$ cat config.mk
export PLATFORM = sky130hd
export DESIGN_NAME = baro_temp_pressure_compensation_flat
export DESIGN_NICKNAME = d
export VERILOG_FILES = /design/src/sv/btpc_pkg.sv /design/src/sv/btpc_if.sv /design/src/sv/btpc_datapath.sv /design/src/sv/btpc_ctrl.sv /design/src/sv/baro_temp_pressure_compensation.sv /design/src/flat_wrapper.sv
export SDC_FILE = /design/constraint.sdc
export NUM_CORES = 2
export LEC_CHECK = 0
export BUFFER_PORTS_ARGS = -buffer_cell sky130_fd_sc_hd__buf_2
export CORE_UTILIZATION = 40
export DETAILED_ROUTE_END_ITERATION = 10
export PLACE_DENSITY = 0.55
export SETUP_SLACK_MARGIN = 0.4
export SYNTH_ARGS = -nofsm -noshare
export SYNTH_HDL_FRONTEND = slang
export SYNTH_HIERARCHICAL = 1
export SYNTH_SLANG_ARGS = --single-unit
$ cat constraint.sdc
create_clock -name clock -period 53.2 [get_ports clock]
set_input_delay 15.96 -clock clock [delete_from_list [all_inputs] [get_ports clock]]
set_output_delay 15.96 -clock clock [all_outputs]
set_load 0.02 [all_outputs]
$ cat src/sv/btpc_pkg.sv
// shared types, constants and helpers for the barometric compensation block
package btpc_pkg;

   localparam int unsigned RAW_W   = 19;
   localparam int unsigned CSR_W   = 64;
   localparam int unsigned CSR_IDX_W = 2;

   localparam logic [31:0] B6_OFFSET   = 32'd4000;
   localparam logic [31:0] B4_BIAS     = 32'd32768;
   localparam logic [31:0] B7_SCALE    = 32'd50000;
   localparam logic [31:0] P_COEF_A    = 32'd3038;
   localparam logic [31:0] P_COEF_B    = 32'd7357;
   localparam logic [31:0] P_COEF_C    = 32'd3791;
   localparam logic [31:0] T_OFFSET    = 32'd15;
   localparam logic [5:0]  DIV_STEPS   = 6'd32;

   typedef enum logic [1:0] {
      CSR_CAL_FIRST    = 2'd0,
      CSR_CAL_SECOND   = 2'd1,
      CSR_CAL_THIRD    = 2'd2,
      CSR_OVERSAMPLING = 2'd3
   } csr_index_type;

   typedef enum logic [4:0] {
      OP_NONE,
      OP_LOAD,
      OP_T_X1,
      OP_T_DIV,
      OP_T_FIN,
      OP_P_B6,
      OP_P_SQ,
      OP_P_X1,
      OP_P_X3,
      OP_P_B3,
      OP_P_C1,
      OP_P_C2,
      OP_P_B4,
      OP_P_B7,
      OP_P_DIV,
      OP_P_PQ,
      OP_P_T2,
      OP_P_C3,
      OP_P_C4,
      OP_P_FIN
   } op_type;

   typedef struct packed {
      logic div_done;
      logic out_full;
   } status_type;

   function automatic logic [31:0] sx16(logic [15:0] v);
      return {{16{v[15]}}, v};
   endfunction

   function automatic logic [31:0] asr(logic [31:0] v, logic [4:0] s);
      return 32'($signed(v) >>> s);
   endfunction

endpackage

$ cat src/sv/btpc_if.sv
// request and response channel interfaces
interface btpc_req_if;
   import btpc_pkg::*;
   logic             valid;
   logic             ready;
   logic             mode;
   logic [RAW_W-1:0] raw_value;
   modport source (output valid, output mode, output raw_value, input ready);
   modport sink   (input valid, input mode, input raw_value, output ready);
endinterface

interface btpc_rsp_if;
   logic        valid;
   logic        ready;
   logic        kind;
   logic [31:0] value;
   logic        div_error;
   modport source (output valid, output kind, output value, output div_error, input ready);
   modport sink   (input valid, input kind, input value, input div_error, output ready);
endinterface

$ cat src/sv/btpc_datapath.sv
// datapath: calibration registers, shared multiplier, serial divider, output register
module btpc_datapath
   import btpc_pkg::*;
(
   input  logic             clock,
   input  logic             reset,
   input  op_type           cmd,
   output status_type       status,
   input  logic             req_mode,
   input  logic [RAW_W-1:0] req_raw_value,
   input  logic             csr_write_enable,
   input  logic [CSR_IDX_W-1:0] csr_index,
   input  logic [CSR_W-1:0] csr_write_data,
   output logic             rsp_valid,
   input  logic             rsp_ready,
   output logic             rsp_kind,
   output logic [31:0]      rsp_value,
   output logic             rsp_div_error
);

   logic [63:0] cal_first_ff, cal_second_ff;
   logic [31:0] cal_third_ff;
   logic [1:0]  oss_ff;

   logic             mode_ff;
   logic [RAW_W-1:0] raw_ff;
   logic [31:0] b5_ff, x1_ff, x2_ff, x3_ff, b6_ff, sq_ff, b3_ff, b4_ff, b7_ff, p_ff;
   logic        err_ff, neg_ff;

   logic [31:0] div_q_ff, div_d_ff;
   logic [31:0] div_r_ff;
   logic [5:0]  div_cnt_ff;

   logic        out_valid_ff, out_kind_ff, out_err_ff;
   logic [31:0] out_value_ff;

   logic [31:0] ac1, ac2, ac3, ac4, ac5, ac6, b1, b2, mc, md;
   logic [31:0] raw32, mul_a, mul_b, prod;
   logic [31:0] t_div, t_num, t_num_mag, t_div_mag, t_x2, t_b5, p_fin, b3_sum, b3_shl;
   logic [32:0] r_shift;

   assign ac1 = sx16(cal_first_ff[63:48]);
   assign ac2 = sx16(cal_first_ff[47:32]);
   assign ac3 = sx16(cal_first_ff[31:16]);
   assign ac4 = {16'd0, cal_first_ff[15:0]};
   assign ac5 = {16'd0, cal_second_ff[63:48]};
   assign ac6 = {16'd0, cal_second_ff[47:32]};
   assign b1  = sx16(cal_second_ff[31:16]);
   assign b2  = sx16(cal_second_ff[15:0]);
   assign mc  = sx16(cal_third_ff[31:16]);
   assign md  = sx16(cal_third_ff[15:0]);
   assign raw32 = {{(32-RAW_W){1'b0}}, raw_ff};

   // operand select for the one shared multiplier
   always_comb begin
      mul_a = 32'd0;
      mul_b = 32'd0;
      case (cmd)
         OP_T_X1: begin mul_a = raw32 - ac6;    mul_b = ac5; end
         OP_P_SQ: begin mul_a = b6_ff;          mul_b = b6_ff; end
         OP_P_X1: begin mul_a = b2;             mul_b = sq_ff; end
         OP_P_X3: begin mul_a = ac2;            mul_b = b6_ff; end
         OP_P_C1: begin mul_a = ac3;            mul_b = b6_ff; end
         OP_P_C2: begin mul_a = b1;             mul_b = sq_ff; end
         OP_P_B4: begin mul_a = ac4;            mul_b = x3_ff + B4_BIAS; end
         OP_P_B7: begin mul_a = raw32 - b3_ff;  mul_b = B7_SCALE >> oss_ff; end
         OP_P_T2: begin mul_a = asr(p_ff, 5'd8); mul_b = asr(p_ff, 5'd8); end
         OP_P_C3: begin mul_a = x1_ff;          mul_b = P_COEF_A; end
         OP_P_C4: begin mul_a = P_COEF_B;       mul_b = p_ff; end
         default: ;
      endcase
   end

   assign prod = 32'(mul_a * mul_b);

   always_comb begin
      t_div     = x1_ff + md;
      t_num     = {mc[20:0], 11'd0};
      t_num_mag = t_num[31] ? 32'(-t_num) : t_num;
      t_div_mag = t_div[31] ? 32'(-t_div) : t_div;
      t_x2      = err_ff ? 32'd0 : (neg_ff ? 32'(-div_q_ff) : div_q_ff);
      t_b5      = x1_ff + t_x2;
      p_fin     = p_ff + asr(x1_ff + x2_ff + P_COEF_C, 5'd4);
      b3_sum    = (ac1 << 2) + x3_ff;
      b3_shl    = b3_sum << oss_ff;
      r_shift   = {div_r_ff, div_q_ff[31]};
   end

   // configuration registers
   always_ff @(posedge clock) begin
      if (reset) begin
         cal_first_ff  <= '0;
         cal_second_ff <= '0;
         cal_third_ff  <= '0;
         oss_ff        <= '0;
      end else if (csr_write_enable) begin
         case (csr_index_type'(csr_index))
            CSR_CAL_FIRST:    cal_first_ff  <= csr_write_data;
            CSR_CAL_SECOND:   cal_second_ff <= csr_write_data;
            CSR_CAL_THIRD:    cal_third_ff  <= csr_write_data[31:0];
            CSR_OVERSAMPLING: oss_ff        <= csr_write_data[1:0];
            default: ;
         endcase
      end
   end

   // working registers
   always_ff @(posedge clock) begin
      case (cmd)
         OP_LOAD: begin
            mode_ff <= req_mode;
            raw_ff  <= req_raw_value;
         end
         OP_T_X1: x1_ff <= asr(prod, 5'd15);
         OP_T_DIV: begin
            err_ff <= (t_div == 32'd0);
            neg_ff <= t_num[31] ^ t_div[31];
         end
         OP_P_B6: b6_ff <= b5_ff - B6_OFFSET;
         OP_P_SQ: sq_ff <= asr(prod, 5'd12);
         OP_P_X1: x1_ff <= asr(prod, 5'd11);
         OP_P_X3: x3_ff <= x1_ff + asr(prod, 5'd11);
         OP_P_B3: b3_ff <= asr(b3_shl + 32'd2, 5'd2);
         OP_P_C1: x1_ff <= asr(prod, 5'd13);
         OP_P_C2: x3_ff <= asr(x1_ff + asr(prod, 5'd16) + 32'd2, 5'd2);
         OP_P_B4: b4_ff <= prod >> 15;
         OP_P_B7: b7_ff <= prod;
         OP_P_DIV: begin
            err_ff <= (b4_ff == 32'd0);
            neg_ff <= 1'b0;
         end
         OP_P_PQ: p_ff  <= b7_ff[31] ? {div_q_ff[30:0], 1'b0} : div_q_ff;
         OP_P_T2: x1_ff <= prod;
         OP_P_C3: x1_ff <= asr(prod, 5'd16);
         OP_P_C4: x2_ff <= asr(32'(-prod), 5'd16);
         default: ;
      endcase
   end

   // temperature intermediate b5
   always_ff @(posedge clock) begin
      if (reset) begin
         b5_ff <= '0;
      end else if (cmd == OP_T_FIN) begin
         b5_ff <= t_b5;
      end
   end

   // restoring divider, one quotient bit per cycle
   always_ff @(posedge clock) begin
      if (reset) begin
         div_cnt_ff <= '0;
      end else if (cmd == OP_T_DIV || cmd == OP_P_DIV) begin
         div_cnt_ff <= DIV_STEPS;
      end else if (div_cnt_ff != 6'd0) begin
         div_cnt_ff <= div_cnt_ff - 6'd1;
      end
   end

   always_ff @(posedge clock) begin
      if (cmd == OP_T_DIV) begin
         div_q_ff <= t_num_mag;
         div_d_ff <= t_div_mag;
         div_r_ff <= '0;
      end else if (cmd == OP_P_DIV) begin
         div_q_ff <= b7_ff[31] ? b7_ff : {b7_ff[30:0], 1'b0};
         div_d_ff <= b4_ff;
         div_r_ff <= '0;
      end else if (div_cnt_ff != 6'd0) begin
         if (r_shift >= {1'b0, div_d_ff}) begin
            div_r_ff <= 32'(r_shift - {1'b0, div_d_ff});
            div_q_ff <= {div_q_ff[30:0], 1'b1};
         end else begin
            div_r_ff <= r_shift[31:0];
            div_q_ff <= {div_q_ff[30:0], 1'b0};
         end
      end
   end

   // output register
   always_ff @(posedge clock) begin
      if (reset) begin
         out_valid_ff <= 1'b0;
      end else if (cmd == OP_T_FIN || cmd == OP_P_FIN) begin
         out_valid_ff <= 1'b1;
      end else if (rsp_ready) begin
         out_valid_ff <= 1'b0;
      end
   end

   always_ff @(posedge clock) begin
      if (cmd == OP_T_FIN) begin
         out_kind_ff  <= mode_ff;
         out_err_ff   <= err_ff;
         out_value_ff <= err_ff ? 32'd0 : asr(t_b5 + 32'd8, 5'd4) - T_OFFSET;
      end else if (cmd == OP_P_FIN) begin
         out_kind_ff  <= mode_ff;
         out_err_ff   <= err_ff;
         out_value_ff <= err_ff ? 32'd0 : p_fin;
      end
   end

   assign status.div_done = (div_cnt_ff == 6'd0);
   assign status.out_full = out_valid_ff;

   assign rsp_valid     = out_valid_ff;
   assign rsp_kind      = out_kind_ff;
   assign rsp_value     = out_value_ff;
   assign rsp_div_error = out_err_ff;

endmodule

$ cat src/sv/btpc_ctrl.sv
// controller: sequences the compensation steps for one word at a time
module btpc_ctrl
   import btpc_pkg::*;
(
   input  logic       clock,
   input  logic       reset,
   input  logic       req_valid,
   input  logic       req_mode,
   output logic       req_ready,
   input  status_type status,
   output op_type     cmd
);

   typedef enum logic [4:0] {
      S_IDLE, S_T_X1, S_T_DIV, S_T_WAIT, S_T_FIN,
      S_P_B6, S_P_SQ, S_P_X1, S_P_X3, S_P_B3, S_P_C1, S_P_C2, S_P_B4, S_P_B7,
      S_P_DIV, S_P_WAIT, S_P_PQ, S_P_T2, S_P_C3, S_P_C4, S_P_FIN
   } state_type;

   state_type state_ff, state_in;

   assign req_ready = (state_ff == S_IDLE);

   always_comb begin
      state_in = state_ff;
      cmd      = OP_NONE;
      case (state_ff)
         S_IDLE: begin
            if (req_valid) begin
               cmd      = OP_LOAD;
               state_in = req_mode ? S_P_B6 : S_T_X1;
            end
         end
         S_T_X1:  begin cmd = OP_T_X1;  state_in = S_T_DIV; end
         S_T_DIV: begin cmd = OP_T_DIV; state_in = S_T_WAIT; end
         S_T_WAIT: begin
            if (status.div_done) state_in = S_T_FIN;
         end
         S_T_FIN: begin
            if (!status.out_full) begin
               cmd      = OP_T_FIN;
               state_in = S_IDLE;
            end
         end
         S_P_B6:  begin cmd = OP_P_B6;  state_in = S_P_SQ; end
         S_P_SQ:  begin cmd = OP_P_SQ;  state_in = S_P_X1; end
         S_P_X1:  begin cmd = OP_P_X1;  state_in = S_P_X3; end
         S_P_X3:  begin cmd = OP_P_X3;  state_in = S_P_B3; end
         S_P_B3:  begin cmd = OP_P_B3;  state_in = S_P_C1; end
         S_P_C1:  begin cmd = OP_P_C1;  state_in = S_P_C2; end
         S_P_C2:  begin cmd = OP_P_C2;  state_in = S_P_B4; end
         S_P_B4:  begin cmd = OP_P_B4;  state_in = S_P_B7; end
         S_P_B7:  begin cmd = OP_P_B7;  state_in = S_P_DIV; end
         S_P_DIV: begin cmd = OP_P_DIV; state_in = S_P_WAIT; end
         S_P_WAIT: begin
            if (status.div_done) state_in = S_P_PQ;
         end
         S_P_PQ:  begin cmd = OP_P_PQ;  state_in = S_P_T2; end
         S_P_T2:  begin cmd = OP_P_T2;  state_in = S_P_C3; end
         S_P_C3:  begin cmd = OP_P_C3;  state_in = S_P_C4; end
         S_P_C4:  begin cmd = OP_P_C4;  state_in = S_P_FIN; end
         S_P_FIN: begin
            if (!status.out_full) begin
               cmd      = OP_P_FIN;
               state_in = S_IDLE;
            end
         end
         default: state_in = S_IDLE;
      endcase
   end

   always_ff @(posedge clock) begin
      if (reset) begin
         state_ff <= S_IDLE;
      end else begin
         state_ff <= state_in;
      end
   end

`ifndef SYNTHESIS
   a_temp_start: assert property (@(posedge clock) disable iff (reset)
      (state_ff == S_IDLE && req_valid && !req_mode) |=> state_ff == S_T_X1)
      else $error("temperature word did not start its sequence");
   a_div_busy: assert property (@(posedge clock) disable iff (reset)
      (cmd == OP_T_DIV || cmd == OP_P_DIV) |=> !status.div_done)
      else $error("divider not busy after start");
   a_no_overwrite: assert property (@(posedge clock) disable iff (reset)
      (cmd == OP_T_FIN || cmd == OP_P_FIN) |-> !status.out_full)
      else $error("result written over a pending word");
   a_fin_idle: assert property (@(posedge clock) disable iff (reset)
      (cmd == OP_T_FIN || cmd == OP_P_FIN) |=> (state_ff == S_IDLE && status.out_full))
      else $error("finish did not return to idle with a pending word");
`endif

endmodule

$ cat src/sv/baro_temp_pressure_compensation.sv
// top level of the barometric temperature and pressure compensation block
//
//   channel   | dir | handshake     | payload
//   req_chan  | in  | valid / ready | mode, raw_value
//   rsp_chan  | out | valid / ready | kind, value, div_error
//   csr_*     | in  | write enable  | index (2 bits), data (64 bits)
//
// the time from the acceptance of a temperature or pressure word to the next
// acceptance is set by the 32-step restoring divider and the steps through the
// shared multiplier
// one word is worked on at a time; the next is taken as soon as its result sits
// in the output register, even while that result waits on rsp_chan
// reset is synchronous and clears the calibration registers, b5 and control
// a stalled result holds the sequencer only at its final step
module baro_temp_pressure_compensation
   import btpc_pkg::*;
(
   input  logic                 clock,
   input  logic                 reset,
   btpc_req_if.sink             req_chan,
   btpc_rsp_if.source           rsp_chan,
   input  logic                 csr_write_enable,
   input  logic [CSR_IDX_W-1:0] csr_index,
   input  logic [CSR_W-1:0]     csr_write_data
);

   op_type     cmd;      // step issued to the datapath
   status_type status;   // divider and output register state

   // sequencer
   btpc_ctrl u_ctrl (
      .clock     (clock),
      .reset     (reset),
      .req_valid (req_chan.valid),
      .req_mode  (req_chan.mode),
      .req_ready (req_chan.ready),
      .status    (status),
      .cmd       (cmd)
   );

   // arithmetic, calibration storage and result register
   btpc_datapath u_datapath (
      .clock            (clock),
      .reset            (reset),
      .cmd              (cmd),
      .status           (status),
      .req_mode         (req_chan.mode),
      .req_raw_value    (req_chan.raw_value),
      .csr_write_enable (csr_write_enable),
      .csr_index        (csr_index),
      .csr_write_data   (csr_write_data),
      .rsp_valid        (rsp_chan.valid),
      .rsp_ready        (rsp_chan.ready),
      .rsp_kind         (rsp_chan.kind),
      .rsp_value        (rsp_chan.value),
      .rsp_div_error    (rsp_chan.div_error)
   );

endmodule
$ cat src/flat_wrapper.sv
// flat-port wrapper written by rule: the top's interface ports become plain ports
module baro_temp_pressure_compensation_flat import btpc_pkg::*;
  (clock, reset, csr_write_enable, csr_index, csr_write_data, req_chan_valid, req_chan_mode, req_chan_raw_value, req_chan_ready, rsp_chan_valid, rsp_chan_kind, rsp_chan_value, rsp_chan_div_error, rsp_chan_ready);
  btpc_req_if req_chan_i ();
  btpc_rsp_if rsp_chan_i ();
  input  logic clock;
  input  logic reset;
  input  logic csr_write_enable;
  input  logic [CSR_IDX_W-1:0] csr_index;
  input  logic [CSR_W-1:0] csr_write_data;
  input wire logic [$bits(req_chan_i.valid)-1:0] req_chan_valid;
  input wire logic [$bits(req_chan_i.mode)-1:0] req_chan_mode;
  input wire logic [$bits(req_chan_i.raw_value)-1:0] req_chan_raw_value;
  output wire logic [$bits(req_chan_i.ready)-1:0] req_chan_ready;
  output wire logic [$bits(rsp_chan_i.valid)-1:0] rsp_chan_valid;
  output wire logic [$bits(rsp_chan_i.kind)-1:0] rsp_chan_kind;
  output wire logic [$bits(rsp_chan_i.value)-1:0] rsp_chan_value;
  output wire logic [$bits(rsp_chan_i.div_error)-1:0] rsp_chan_div_error;
  input wire logic [$bits(rsp_chan_i.ready)-1:0] rsp_chan_ready;
  assign req_chan_i.valid = req_chan_valid;
  assign req_chan_i.mode = req_chan_mode;
  assign req_chan_i.raw_value = req_chan_raw_value;
  assign req_chan_ready = req_chan_i.ready;
  assign rsp_chan_valid = rsp_chan_i.valid;
  assign rsp_chan_kind = rsp_chan_i.kind;
  assign rsp_chan_value = rsp_chan_i.value;
  assign rsp_chan_div_error = rsp_chan_i.div_error;
  assign rsp_chan_i.ready = rsp_chan_ready;
  baro_temp_pressure_compensation u_core (.clock(clock), .reset(reset), .req_chan(req_chan_i), .rsp_chan(rsp_chan_i), .csr_write_enable(csr_write_enable), .csr_index(csr_index), .csr_write_data(csr_write_data));
endmodule
# Word-level counts from Yosys, hierarchy flattened
# Index checks and enable logic that the tools add are counted.
# W data, S select, Z words.
totals:
  output_inout_bits: 36
  reg_bits: 601
  wordCells: 168
op_classes:
  n_bitwise: 1
  add_sub_neg: 22
  eq_ne: 46
  mul: 1
  n_reduce_logical: 25
  magnitude_cmp: 1
  mux: 41
  shifts: 2
op_table:
  columns: ["op", "n"]
  rows:
  - ["$mux W32", 16]
  - ["$pmux W32 S11", 1]
  - ["$pmux W32 S8", 1]
  - ["$add A32 B32 Y32", 7]
  - ["$pmux W32 S5", 1]
  - ["$neg A32 Y32", 4]
  - ["$pmux W5 S20", 1]
  - ["$pmux W5 S19", 1]
  - ["$eq A5 B4 Y1 const B", 16]
  - ["$add A32 B2 Y32 const B", 2]
  - ["$logic_not A32 Y1", 2]
  - ["$pmux W32 S2", 1]
  - ["$eq A5 B5 Y1 const B", 9]
  - ["$eq A5 B3 Y1 const B", 8]
  - ["$ge A33 B32 Y1", 1]
  - ["$add A32 B12 Y32 const B", 1]
  - ["$add A32 B16 Y32 const B", 1]
  - ["$add A32 B4 Y32 const B", 1]
  - ["$mul A32 B32 Y32", 1]
  - ["$shl A32 B2 Y32", 1]
  - ["$shr A16 B2 Y32 const A", 1]
  - ["$sub A32 B12 Y32 const B", 1]
  - ["$sub A32 B32 Y32", 1]
  - ["$sub A20 B30 Y31", 1]
  - ["27 further kinds", 59]

# Longest topological paths before layout
depth:
  depth_word: 9
  mapped_depth: 66
  ltp_nobuf: 59

# Cells and area by module
# Netlist, hierarchy kept.
by_module_without_submodules:
  columns: ["mod", "area_each_um2", "cells_each", "n_inst", "seq_area_each_um2"]
  rows:
  - ["btpc_datapath", 60125.2, 7026, 1, 15564.9]
  - ["btpc_ctrl", 580.6, 81, 1, 100.1]

# Worst setup path after synthesis
# OpenSTA, ideal clock, no wires.
synth_path:
  kind: "input port to flip-flop"
  startpoint: "input req_chan_valid"
  endpoint: "register u_core.u_datapath.x3_ff[29] (data pin)"
  cell_stages: 56
  arrival_time_ns: 30.124
  setup_ns: 0.268
  t_required_ns: 52.932
  slack_ns: 22.808
  path_cell_list: "a32oi_1 > o221ai_1 > buf_2 > nor3_1 > nand2_1 > inv_1 > clkbuf_1 > buf_1 > clkbuf_1 > buf_1 > a222oi_1 > and2_1 > clkbuf_1 > or2_2 > fa_1 > inv_1 > fa_1 > fa_1 > (+20 left out) > buf_2 > ha_1 > ha_1 > o21a_1 > o21a_1 > a21o_1 > nand2_1 > o21ai_0 > o41ai_1 > a211o_1 > nand3_1 > a211oi_1 > o2bb2ai_1 > nor4b_1 > a221oi_1 > xnor3_1 > nand2_1 > o21ai_0"
synth_between:
  elab_chain_len: 9
  word_cells_on_any_way: 22
  classes_between: "3 x add/sub; 1 x mul; 11 x eq/ne; 5 x mux; 2 x reduce/logical"
synth_lines:
  columns: ["item", "line", "source"]
  rows:
  - ["from (decl)", "flat_wrapper.sv:11", "input wire logic [$bits(req_chan_i.valid)-1:0] req_chan_valid;"]
  - ["$mux W1 *", "btpc_ctrl.sv:29", "if (req_valid) begin"]
  - ["$pmux W5 S19 *", "btpc_ctrl.sv:27", "case (state_ff)"]
  - ["net u_core.cmd[0]", "baro_temp_pressure_compensation.sv:27", "op_type cmd;"]
  - ["$eq A5 B4 Y1 or $eq A5 B3 Y1 (tied branches)", "btpc_datapath.sv:58", "case (cmd)"]
  - ["$reduce_or A3 Y1 (no source line) or $reduce_or A2 Y1 (tied branches)", null, null]
  - ["$pmux W32 S8", "btpc_datapath.sv:58", null]
  - ["$mul A32 B32 Y32 *", "btpc_datapath.sv:74", "assign prod = 32'(mul_a * mul_b);"]
  - ["net u_core.u_datapath.prod[31]", "btpc_datapath.sv:38", "logic [31:0] raw32, mul_a, mul_b, prod;"]
  - ["$add A32 B32 Y32", "btpc_datapath.sv:125", "OP_P_C2: x3_ff <= asr(x1_ff + asr(prod, 5'd16) + 32'd2, 5'd2);"]
  - ["$add A32 B2 Y32", "btpc_datapath.sv:125", null]
  - ["$pmux W32 S2 *", "btpc_datapath.sv:109", "case (cmd)"]
  - ["to (signal assigned)", "btpc_datapath.sv:122", "OP_P_X3: x3_ff <= x1_ff + asr(prod, 5'd11);"]
  - ["to (signal assigned)", "btpc_datapath.sv:125", null]
  - ["to (decl)", "btpc_datapath.sv:27", "logic [31:0] b5_ff, x1_ff, x2_ff, x3_ff, b6_ff, sq_ff, b3_ff, b4_ff, b7_ff, p_ff;"]
# Mark *: on every way through the listed nets, which the timed path passes. The rest lies on a longest branch.
# A chain may end at the register's enable or synchronous reset.

# Worst setup path in the final report
layout_path:
  startpoint: "input req_chan_valid"
  endpoint: "register u_core.u_datapath.x3_ff[29] (data pin)"
layout_between:
  elab_chain_len: 9
  word_cells_on_any_way: 22
  classes_between: "3 x add/sub; 1 x mul; 11 x eq/ne; 5 x mux; 2 x reduce/logical"
layout_lines:
  columns: ["item", "line"]
  rows:
  - ["$mux W1 *", "btpc_ctrl.sv:29"]
  - ["$pmux W5 S19 *", "btpc_ctrl.sv:27"]
  - ["net u_core.cmd[0]", "baro_temp_pressure_compensation.sv:27"]
  - ["$eq A5 B4 Y1, or another cell as far along", "btpc_datapath.sv:58"]
  - ["$reduce_or A3 Y1 (no source line) or $reduce_or A2 Y1 (tied branches)", null]
  - ["$pmux W32 S8", "btpc_datapath.sv:58"]
  - ["$mul A32 B32 Y32", "btpc_datapath.sv:74"]
  - ["$add A32 B32 Y32", "btpc_datapath.sv:125"]
  - ["$add A32 B2 Y32", "btpc_datapath.sv:125"]
  - ["$pmux W32 S2 *", "btpc_datapath.sv:109"]
# Marks and branches as above.

==> metrics.cfg <==
[drt]
via_count=54638
wirelength_um=245000
drc_errors=0
drt_iter0_markers=6268
drtAntennaViolNets=0
detail_route.wl_per_cell_um=26.5
first_pass_iters=7
vias_per_cell=5.91

[worst_setup_path]
worstReg2RegEnd=u_core/u_datapath/x3_ff[29]
worstSetupStartpointType=primary input
cp_common_cell=fa_1
cp_slowest_stage_delay_ns=0.64
end_kind=flip-flop
cp_slowest_cell=nor3_1
cp.required_ns=53.61
cp.arrival_ns=31.49
worstSetupPathType=in2reg
rrSetupSlack_ns=36.11
rr_worst_depth=57
critPathLaunch=req_chan_valid
r2r_start=u_core/u_ctrl/state_ff[4]
worstPathMaxFanout=34

[power]
p_int_mw=2.17
p_switching_mw=2.43
power_frac_clock=0.121
swShare=0.528
power_leakage_nw=28.4
p_seq_frac=0.178
comb_power_share=0.701
pwr_density_cell_mw_per_mm2=68.8
peakVddDrop_mv=0.0539

[sta]
clock_skew_ns=0.0683
holdWs_ns=0.427
period_needed_ns=31.09
max_freq_ghz=0.0322
setup_tns_ns=0
rsz0062_at_grt=false
setup_violations=0
max-slew-margin-rel=0.0782
period_share=0.584
setup_ws_ns=22.11
worstMarginPinSlew_ns=1.36
drv_slew=0
finalHoldViolations=0

[floorplanning]
design.core.area_sq_mm=0.150
dieArea_sq_mm=0.153
dieHeight_um=392
ioPinCount=127
die_w_um=392
row_count=142
initial_core_util=0.404

[logic_synthesis]
synth_seq_cells=601
yosysSeqAreaShare=0.258
synth_ff_type=edfxtp_1
synthCells=7107
yosys_warnings=6
netlist_area_sq_mm=0.0607
synth.avg_cell_area_sq_um=8.54
synthesis.nets=8088
async_reset_ff_frac=0
synth_cell_types=100
synth_edf_count=363

[global_routing]
grt_pass1_vias=51954
grt_max_degree=85
grt_pass1_wl_um=354000
grt_usage=0.316
antenna_found_initial=13
grt-ovfl-total=0

[clock_tree]
cts.repair.resized=0
cts_buffers=76
clk_latency_ns=0.73
clock-sinks=601
ctsHoldBuffers=0
post_cts_buffers=0
cts.reportedPaths.clkPinSlew_ns=0.06
clk_path_buf_depth=3
cts_tree=done
cts_max_level=3
root_buffer=clkbuf_16

[placement]
dp_cells=9099
dp_slack_ns=21.58
place_area_sq_mm=0.0642
hpwl_um=190000
io_buffer_count=126
gp_congestion=1.00

[layout]
drive_gt1_frac=0.0825
instances_no_fill=9246
nets=8142
final_cell_area_sq_mm=0.0669
areaGrowthSynthToFinish_pct=10.1

[min_path]
holdPathEnd=u_core/u_datapath/rsp_kind
hold_path_depth=0
worst_hold_path_type=reg2reg
hp-start=u_core/u_datapath/mode_ff

[flow_run]
cap_viol_max_count=0

[status]
status=finished clean

-- how the worst max path moves through the flow --
stage | endpoint | depth (start not counted)
after floorplan | u_core/u_datapath/x3_ff[29] | 56
after global placement | u_core/u_datapath/x3_ff[29] | 59
after detailed placement | u_core/u_datapath/x3_ff[29] | 59
after CTS | u_core/u_datapath/x3_ff[29] | 59
after global routing | u_core/u_datapath/x3_ff[29] | 59
final | u_core/u_datapath/x3_ff[29] | 59
-- per-layer routing --
metal	track usage	wire length (um)
met5	0	36
met4	0.140	12500
met2	0.457	100000
met3	0.0748	27000
met1	0.446	105000
-- synth_stat cells (48+ instances only) --
cell type	number	area, sq um
ha_1	464	5810
o21ai_0	285	1430
a22oi_1	59	443
nand3_1	114	571
and2_1	53	332
a21oi_1	496	2480
clkbuf_1	261	980
xnor2_1	283	2480
fa_1	426	8530
xor2_1	173	1520
a211oi_1	74	556
or3_1	54	338
o211ai_1	48	360
nor2b_1	70	438
nand2_1	947	3550
inv_1	705	2650
and3_1	62	388
mux2i_1	72	721
o21a_1	67	503
nand2b_1	63	394
nor2_1	709	2660
a21o_1	91	683
edfxtp_1	363	10900
dfxtp_1	238	4760
nor3_1	133	666
-- metrics by stage --
step / util / power [mW]
floorplan: - / 2.92
global placement: 0.427 / 3.94
detailed placement: 0.427 / 3.96
CTS: 0.445 / 4.54
global route: 0.445 / 4.90
finish: 0.445 / 4.60
-- registers in the layout, indices dropped and copies added (netlist names), 30 cells and up --
name                             flops
u_core/u_datapath/b3_ff             30
u_core/u_datapath/b5_ff             32
u_core/u_datapath/x1_ff             32
u_core/u_datapath/p_ff              32
u_core/u_datapath/rsp_value         32
u_core/u_datapath/cal_third_ff      32
u_core/u_datapath/cal_first_ff      64
u_core/u_datapath/x3_ff             32
u_core/u_datapath/div_r_ff          32
u_core/u_datapath/cal_second_ff     64
u_core/u_datapath/div_d_ff          32
u_core/u_datapath/b7_ff             32
u_core/u_datapath/b6_ff             32
u_core/u_datapath/div_q_ff          32
-- kinds of logic (layout without fill, tap and decap cells) --
logic type / after synthesis / count (layout) / synth area share
other cells: 0 / 6 / 0
flops: 601 / 601 / 0.258
buf+inv: 1026 / 1143 / 0.0643
mux: 115 / 115 / 0.0210
fa+ha+maj: 890 / 890 / 0.236
compound gates: 1558 / 1558 / 0.167
simple gates: 2450 / 2450 / 0.184
xor+xnor: 467 / 467 / 0.0699
-- critical path, delay by kind of cell --
| kind | cells | cell delay, ns |
|---|---|---|
| adders and majority gates | 10 | 4.66 |
| xor gates and xnor gates | 13 | 3.31 |
| AOI/OAI and AO/OA | 14 | 2.99 |
| buffers and inverters | 13 | 2.63 |
| and+or+nand+nor | 9 | 1.84 |
-- placed cells by master (no fill, tap or decap), types with 59 or more instances in the layout --
cell | netlist | routed
buf_4 | 7 | 164
nor2b_1 | 70 | 70
dfxtp_1 | 238 | 236
buf_2 | 13 | 125
nor2_1 | 709 | 697
nor3_1 | 133 | 128
ha_1 | 464 | 464
clkbuf_16 | 0 | 83
and3_1 | 62 | 61
nand3_1 | 114 | 114
fa_1 | 426 | 426
a22oi_1 | 59 | 59
inv_1 | 705 | 704
a21o_1 | 91 | 91
edfxtp_1 | 363 | 363
xor2_1 | 173 | 170
nand2b_1 | 63 | 63
xnor2_1 | 283 | 279
a211oi_1 | 74 | 66
nand2_1 | 947 | 945
o21ai_0 | 285 | 285
mux2i_1 | 72 | 72
o21a_1 | 67 | 67
a21oi_1 | 496 | 493
-- power groups by stage --
stage | clock [mW] | combinational [mW] | sequential (mW)
floorplan | 0 | 2.16 | 0.759
global placement | 0 | 3.12 | 0.821
detailed placement | 0 | 3.14 | 0.820
CTS | 0.564 | 3.17 | 0.812
global route | 0.580 | 3.50 | 0.821
finish | 0.557 | 3.22 | 0.818
-- final cells by class --
class                   count  area (sq um)
well taps                2016          2520
multi-input cells        5480         41400
flip-flops and latches    601         15700
inverters                 712          2670
clock buffers             106          2270
repair buffers            290          1870
clock inverters            35           412
diodes                      6          15.0
fillers                 15088         83400
Note: power is estimated with default switching activity, not from simulation.
